===== src/rtl/core/cled_pkg.sv =====
// shared types, status codes and lookup functions for the character literal decoder
package cled_pkg;

  localparam int CharW   = 8;
  localparam int StatusW = 4;
  localparam int CountW  = 2;

  localparam logic [CountW-1:0] MaxOctDigits = 2'd3;

  typedef enum logic [2:0] {
    PH_START    = 3'd0,
    PH_PLAIN    = 3'd1,
    PH_ESC      = 3'd2,
    PH_CLASSIC  = 3'd3,
    PH_HEXSTART = 3'd4,
    PH_HEXDIG   = 3'd5,
    PH_OCTAL    = 3'd6,
    PH_ERROR    = 3'd7
  } phase_t;

  localparam logic [StatusW-1:0] ST_OK          = 4'd0;
  localparam logic [StatusW-1:0] ST_EMPTY       = 4'd1;
  localparam logic [StatusW-1:0] ST_MULTICHAR   = 4'd2;
  localparam logic [StatusW-1:0] ST_INCOMPLETE  = 4'd3;
  localparam logic [StatusW-1:0] ST_NO_HEX      = 4'd4;
  localparam logic [StatusW-1:0] ST_BAD_HEX     = 4'd5;
  localparam logic [StatusW-1:0] ST_HEX_TRAIL   = 4'd6;
  localparam logic [StatusW-1:0] ST_OCT_TRAIL   = 4'd7;
  localparam logic [StatusW-1:0] ST_UNSUPPORTED = 4'd8;

  localparam logic [CharW-1:0] CharBackslash = 8'h5c;
  localparam logic [CharW-1:0] CharX         = 8'h78;
  localparam logic [CharW-1:0] CharZero      = 8'h30;
  localparam logic [CharW-1:0] CharSeven     = 8'h37;

  typedef struct packed {
    phase_t              phase;
    logic [CharW-1:0]    value_acc;
    logic [CountW-1:0]   digit_count;
    logic [StatusW-1:0]  status_latch;
  } dec_state_t;

  typedef struct packed {
    logic                valid;
    logic [CharW-1:0]    value;
    logic [StatusW-1:0]  status;
  } dec_result_t;

  // bit 4 set means not a hex digit
  function automatic logic [4:0] hex_value(input logic [CharW-1:0] c);
    logic [4:0] v;
    v = 5'h10;
    if (c >= 8'h30 && c <= 8'h39) v = {1'b0, 4'(c - 8'h30)};
    else if (c >= 8'h61 && c <= 8'h66) v = {1'b0, 4'(c - 8'h57)};
    else if (c >= 8'h41 && c <= 8'h46) v = {1'b0, 4'(c - 8'h37)};
    return v;
  endfunction

  // bit 8 set means not a classic escape
  function automatic logic [8:0] classic_value(input logic [CharW-1:0] c);
    logic [8:0] v;
    case (c)
      8'h6e:   v = 9'd10;
      8'h74:   v = 9'd9;
      8'h72:   v = 9'd13;
      8'h5c:   v = 9'd92;
      8'h27:   v = 9'd39;
      8'h22:   v = 9'd34;
      8'h61:   v = 9'd7;
      8'h62:   v = 9'd8;
      8'h66:   v = 9'd12;
      8'h76:   v = 9'd11;
      default: v = 9'h100;
    endcase
    return v;
  endfunction

endpackage


===== src/rtl/core/cled_step.sv =====
// next-state and result logic for one byte of a character literal
module cled_step (
  input  cled_pkg::dec_state_t         state_i,
  input  logic [cled_pkg::CharW-1:0]   char_byte,
  input  logic                         char_present,
  input  logic                         last_byte,
  output cled_pkg::dec_state_t         state_o,
  output cled_pkg::dec_result_t        result_o
);

  cled_pkg::dec_state_t taken;
  logic [8:0]           cls;
  logic [4:0]           hx;
  logic                 is_oct;

  assign cls    = cled_pkg::classic_value(char_byte);
  assign hx     = cled_pkg::hex_value(char_byte);
  assign is_oct = (char_byte >= cled_pkg::CharZero) && (char_byte <= cled_pkg::CharSeven);

  always_comb begin
    taken = state_i;
    if (char_present) begin
      case (state_i.phase)
        cled_pkg::PH_START: begin
          if (char_byte == cled_pkg::CharBackslash) begin
            taken.phase = cled_pkg::PH_ESC;
          end else begin
            taken.phase     = cled_pkg::PH_PLAIN;
            taken.value_acc = char_byte;
          end
        end
        cled_pkg::PH_PLAIN: begin
          taken.phase        = cled_pkg::PH_ERROR;
          taken.status_latch = cled_pkg::ST_MULTICHAR;
          taken.value_acc    = '0;
        end
        cled_pkg::PH_ESC: begin
          if (!cls[8]) begin
            taken.phase     = cled_pkg::PH_CLASSIC;
            taken.value_acc = cls[7:0];
          end else if (char_byte == cled_pkg::CharX) begin
            taken.phase     = cled_pkg::PH_HEXSTART;
            taken.value_acc = '0;
          end else if (is_oct) begin
            taken.phase       = cled_pkg::PH_OCTAL;
            taken.value_acc   = {5'd0, char_byte[2:0]};
            taken.digit_count = 2'd1;
          end else begin
            taken.phase        = cled_pkg::PH_ERROR;
            taken.status_latch = cled_pkg::ST_UNSUPPORTED;
            taken.value_acc    = '0;
          end
        end
        cled_pkg::PH_HEXSTART, cled_pkg::PH_HEXDIG: begin
          if (!hx[4]) begin
            taken.value_acc = {state_i.value_acc[3:0], hx[3:0]};
            taken.phase     = cled_pkg::PH_HEXDIG;
          end else begin
            taken.phase        = cled_pkg::PH_ERROR;
            taken.status_latch = (state_i.phase == cled_pkg::PH_HEXSTART) ?
                                 cled_pkg::ST_BAD_HEX : cled_pkg::ST_HEX_TRAIL;
            taken.value_acc    = '0;
          end
        end
        cled_pkg::PH_OCTAL: begin
          if (state_i.digit_count < cled_pkg::MaxOctDigits && is_oct) begin
            // shift drops the top bits, which is the 8-bit mask
            taken.value_acc   = {state_i.value_acc[4:0], char_byte[2:0]};
            taken.digit_count = state_i.digit_count + 2'd1;
          end else begin
            taken.phase        = cled_pkg::PH_ERROR;
            taken.status_latch = cled_pkg::ST_OCT_TRAIL;
            taken.value_acc    = '0;
          end
        end
        default: begin
          // classic escape and error phases ignore further bytes
        end
      endcase
    end
  end

  always_comb begin
    result_o.valid  = last_byte;
    result_o.value  = '0;
    case (taken.phase)
      cled_pkg::PH_START:    result_o.status = cled_pkg::ST_EMPTY;
      cled_pkg::PH_ESC:      result_o.status = cled_pkg::ST_INCOMPLETE;
      cled_pkg::PH_HEXSTART: result_o.status = cled_pkg::ST_NO_HEX;
      cled_pkg::PH_ERROR:    result_o.status = taken.status_latch;
      default: begin
        result_o.status = cled_pkg::ST_OK;
        result_o.value  = taken.value_acc;
      end
    endcase
  end

  always_comb begin
    if (last_byte) begin
      state_o.phase        = cled_pkg::PH_START;
      state_o.value_acc    = '0;
      state_o.digit_count  = '0;
      state_o.status_latch = cled_pkg::ST_OK;
    end else begin
      state_o = taken;
    end
  end

endmodule


===== src/rtl/core/char_literal_escape_decoder_unit.sv =====
// top level of the character literal escape decoder with stream ports
//
//   channel  | dir | tdata                          | tuser        | tlast
//   in_      | in  | [7:0] char_byte                | char_present | last_byte
//   out_     | out | [7:0] decoded_value,[11:8] st  | -            | -
//
// one input transaction per cycle while in_tready is high; the result of a final
// byte appears on out_ the cycle after it is accepted, from the result register
// rst_n (synchronous) returns the literal state to its start and empties out_
// in_tready drops only while a result waits in the output register and
// out_tready is low
module char_literal_escape_decoder_unit (
  input  logic        clk,
  input  logic        rst_n,
  input  logic        in_tvalid,
  output logic        in_tready,
  input  logic [7:0]  in_tdata,   // [7:0] char_byte
  input  logic        in_tuser,   // char_present
  input  logic        in_tlast,   // last_byte
  output logic        out_tvalid,
  input  logic        out_tready,
  output logic [15:0] out_tdata   // [7:0] decoded_value, [11:8] status_code, [15:12] zero
);

  cled_pkg::dec_state_t  state_r;
  cled_pkg::dec_state_t  state_nxt;
  cled_pkg::dec_result_t result;
  logic                  in_fire;
  logic                  out_valid_r;
  logic [cled_pkg::CharW-1:0]   out_value_r;
  logic [cled_pkg::StatusW-1:0] out_status_r;

  assign in_tready = !out_valid_r || out_tready;
  assign in_fire   = in_tvalid && in_tready;

  cled_step u_step (
    .state_i      (state_r),
    .char_byte    (in_tdata),
    .char_present (in_tuser),
    .last_byte    (in_tlast),
    .state_o      (state_nxt),
    .result_o     (result)
  );

  always_ff @(posedge clk) begin
    if (!rst_n) begin
      state_r.phase        <= cled_pkg::PH_START;
      state_r.value_acc    <= '0;
      state_r.digit_count  <= '0;
      state_r.status_latch <= cled_pkg::ST_OK;
    end else if (in_fire) begin
      state_r <= state_nxt;
    end
  end

  always_ff @(posedge clk) begin
    if (!rst_n) begin
      out_valid_r <= 1'b0;
    end else if (in_fire && result.valid) begin
      out_valid_r <= 1'b1;
    end else if (out_tready) begin
      out_valid_r <= 1'b0;
    end
  end

  always_ff @(posedge clk) begin
    if (in_fire && result.valid) begin
      out_value_r  <= result.value;
      out_status_r <= result.status;
    end
  end

  assign out_tvalid = out_valid_r;
  assign out_tdata  = {4'd0, out_status_r, out_value_r};

  // a final byte always leaves the decoder at the start of a literal
  a_last_clears: assert property (@(posedge clk) disable iff (!rst_n)
    in_fire && in_tlast |=> state_r.phase == cled_pkg::PH_START)
    else $error("state not cleared after final byte");

  // the latched code is only meaningful in the error phase
  a_latch_idle: assert property (@(posedge clk) disable iff (!rst_n)
    state_r.phase != cled_pkg::PH_ERROR |-> state_r.status_latch == cled_pkg::ST_OK)
    else $error("status latch set outside error phase");

  a_err_zero: assert property (@(posedge clk) disable iff (!rst_n)
    out_valid_r && out_status_r != cled_pkg::ST_OK |-> out_value_r == '0)
    else $error("nonzero value with error status");

  a_status_range: assert property (@(posedge clk) disable iff (!rst_n)
    out_valid_r |-> out_status_r <= cled_pkg::ST_UNSUPPORTED)
    else $error("status code out of range");

  // a pending result is not overwritten while stalled
  a_no_overrun: assert property (@(posedge clk) disable iff (!rst_n)
    out_valid_r && !out_tready |-> !in_fire)
    else $error("input taken over a stalled result");

endmodule


===== config.mk =====
export PLATFORM = sky130hd
export DESIGN_NAME = char_literal_escape_decoder_unit
export DESIGN_NICKNAME = d
export VERILOG_FILES = /design/src/rtl/core/cled_pkg.sv /design/src/rtl/core/cled_step.sv /design/src/rtl/core/char_literal_escape_decoder_unit.sv
export SDC_FILE = /design/constraint.sdc
export NUM_CORES = 1
export LEC_CHECK = 0
export BUFFER_PORTS_ARGS = -buffer_cell sky130_fd_sc_hd__buf_2
export CORE_UTILIZATION = 45
export CTS_CLUSTER_SIZE = 24
export DETAILED_ROUTE_END_ITERATION = 8
export PLACE_DENSITY = 0.67
export SETUP_SLACK_MARGIN = 0.1
export SLEW_MARGIN = 20
export SYNTH_ARGS = -nofsm -noshare
export SYNTH_HDL_FRONTEND = slang
export SYNTH_SLANG_ARGS = --single-unit
export TNS_END_PERCENT = 5

===== constraint.sdc =====
create_clock -name clk -period 4.5 [get_ports clk]
set_input_delay 0.225 -clock clk [delete_from_list [all_inputs] [get_ports clk]]
set_output_delay 0.225 -clock clk [all_outputs]
set_load 0.005 [all_outputs]

==> results.toml <==
[floorplan]
die-width_um = 74.40
initial_core_util_pct = 48.33
coreArea_um2 = 4880
die_h_um = 74.40
dieArea_um2 = 5535
io_pins = 32
num_rows = 25

[sta]
finalMaxSlewViolations = 0
fmax_mhz = 368.2
grt_setup_unrepaired = "false"
final_hold_viol_count = 0
fin_skew_ns = 0.004881
worstMarginPinSlew_ns = 0.9330
relSlewSlack_pct = 37.42
fin_crit_ns = 2.716
setup_tns_ns = 0
setup_viol = 0
period_share_pct = 60.35
hold_ws_ns = 0.2942

[setup_path]
crit_fanout = 16
r2r-end = "out_value_r[0]"
crit_arrival_ns = 2.73
worstPathRequired_ns = 4.51
rrSetupSlack_ns = 1.78
cp-start-kind = "register"
reg2reg_depth = 5
critical_path.endpoint = "out_value_r[0]"
r2r_start = "state_r[16]"
cp-startpoint = "state_r[16]"
end_kind = "register"
worstSetupPathType = "reg -> reg"

[route]
ant_nets = 0
drt_iter0_drc = 281
vias = 2387
post_drt_wl_per_cell_um = 17.93
drc = 0
dr.pass1.iters = 7
drt-total-wl_mm = 6.723
vias_per_cell = 6.365

[final_layout]
final_common_cell = "nand2_1"
utilization_pct = 53.38
multi_input_area_um2 = 1504
nFillCells = 499
finalNetCount = 327
register_area_um2 = 720.7
final_cell_mix = "30 x nand2_1, 27 x buf_2, 18 x nor2_1, 18 x dfxtp_1, 17 x o21ai_0"
drive_gt1_share_pct = 16.23
antenna_cells = 0
syn_to_final_growth_pct = 10.45

[cts]
clk_pin_slew_ns = 0.07
clock_path_buffers = 2
cts_root_buf = "clkbuf_8"
cts_num_sinks = 30
cts-buffers-inserted = 5
postCtsSetupBuffers = 0
ctsHtreeMaxLevel = 2
cts_tree = "done"
post_cts_resized = 0
holdBufCountCts = 0
clock_latency_ns = 0.28

[power]
power_switching_uw = 184.9
p_int_uw = 498.2
p_sw_share_pct = 27.06
irDropWorstVdd_mv = 0.2547
combinationalPowerShare_pct = 17.3
leakage_uw = 0.0009070
p_clk_share_pct = 38.6
finalPower_uw = 683.1
seq_power_share_pct = 44.1
p_per_area_nw_per_um2 = 262.2

[yosys]
synthMuxAreaShare_pct = 0.8488
synth_top_family_by_area = "compound AO/OA/AOI/OAI gates"
ys_seq_area_share_pct = 30.56
synth_cell_types = 62
synth_edf_count = 12
async_reset_ff_share_pct = 0
synthAdderAreaFrac_pct = 3.183
syn_area_um2 = 2359
yosys_warnings = 0
postSynthCellCount = 290
synth-simple-area-share_pct = 28.86
synth_xor_area_share_pct = 0
synth_flop_cell = "dfxtp_1"
synth_compound_area_share_pct = 30.24
synth_area_per_cell_um2 = 8.133
synth.ff_latch_count = 30

[min_path]
hold_path_class = "in -> reg"

[job]
maxCapViolCount = 0

[global_routing]
antenna_found_initial = 0
grt_pass1_vias = 2252
grt_remaining_overflow = 0
grt_max_degree = 19
grt_pass1_wl_mm = 11.06
track_usage_pct = 26.84

[status]
outcome = "completed"

[placed_design]
io_buffers = 27
hpwl_mm = 4.994
place_congestion = 0.9284
[critical path, cell delays in order (launching register included)]
cell and delay, ns:
dfxtp_1 0.49, nor3_1 0.83, o221ai_1 0.27, a31o_2 0.34
a211oi_4 0.41, a211oi_1 0.11
[flip-flops by register name, summed over array words and instances (netlist names)]
register      flops
out_value_r       8
out_tvalid        1
state_r          17
out_status_r      4
[layout make-up]
type / instances / area share, %
Clock inverter: 3 / 1.537
Multi-Input combinational cell: 231 / 57.73
Tap cell: 67 / 3.218
Sequential cell: 30 / 27.67
Timing Repair Buffer: 29 / 5.764
Inverter: 10 / 1.441
Clock buffer: 5 / 2.642
[how the worst min path moves through the flow]
stage	start	endpoint	slack [ns]	cells past startpoint
after global placement	state_r[0]	state_r[0]	0.46	2
after detailed placement	state_r[11]	state_r[11]	0.47	2
final	out_tready	out_tvalid	0.29	3
after global routing	out_tready	out_tvalid	0.33	3
after floorplan	rst_n	state_r[12]	0.35	1
after CTS	out_tready	out_tvalid	0.29	3
[per-layer routing]
layer,GRT usage [%],wire [um],vias to the layer above
li1,-,-,1134
met1,37.45,2993,1125
met5,0,0,-
met3,5.556,542,12
met4,9.853,112,0
met2,40.84,3075,116
[metrics by stage]
| stage | cell area [um2] | cells | worst slack (ns) |
|---|---|---|---|
| 5_1_grt | 2605 | 375 | 1.590 |
| 4_1_cts | 2605 | 375 | 1.833 |
| 3_3_place_gp | 2496 | 367 | 1.657 |
| 6_report | 2605 | 375 | 1.784 |
| 3_5_place_dp | 2496 | 367 | 1.645 |
| 2_1_floorplan | 2370 | 293 | 2.131 |
[Yosys cell counts, types with 3 or more instances]
cell type,instances,area share (%)
nor3_1,15,3.2
or3_1,4,1.1
a21boi_0,5,1.6
o31ai_1,4,1.3
ha_1,6,3.2
nor2b_1,5,1.3
nor3b_1,5,1.6
o21a_1,3,0.95
a22oi_1,4,1.3
edfxtp_1,12,15
inv_1,10,1.6
nor2_1,18,2.9
o22ai_1,7,1.9
dfxtp_1,18,15
o211ai_1,5,1.6
nand3b_1,3,0.95
and2_1,5,1.3
nand3_1,7,1.5
clkbuf_1,14,2.2
nand2b_1,8,2.1
nand2_1,30,4.8
a211oi_1,6,1.9
buf_4,6,1.9
a21oi_1,14,3.0
nor4_1,5,1.3
a31oi_1,5,1.3
o221ai_1,3,1.1
o21ai_0,17,3.6
[power by group through the flow]
stage / clock network, uW / registers (uW) / logic (uW)
6_report: 264 / 301 / 118
5_1_grt: 285 / 302 / 129
4_1_cts: 271 / 301 / 115
3_5_place_dp: 0 / 307 / 115
3_3_place_gp: 0 / 307 / 115
2_1_floorplan: 0 / 303 / 85.1
[cell families after synthesis]
group           count (synthesis)
compound gates                 97
fa+ha+maj                       6
buf+inv                        32
flops                          30
mux                             2
other cells                     1
simple gates                  122
Power figures use the tool's default switching activity.
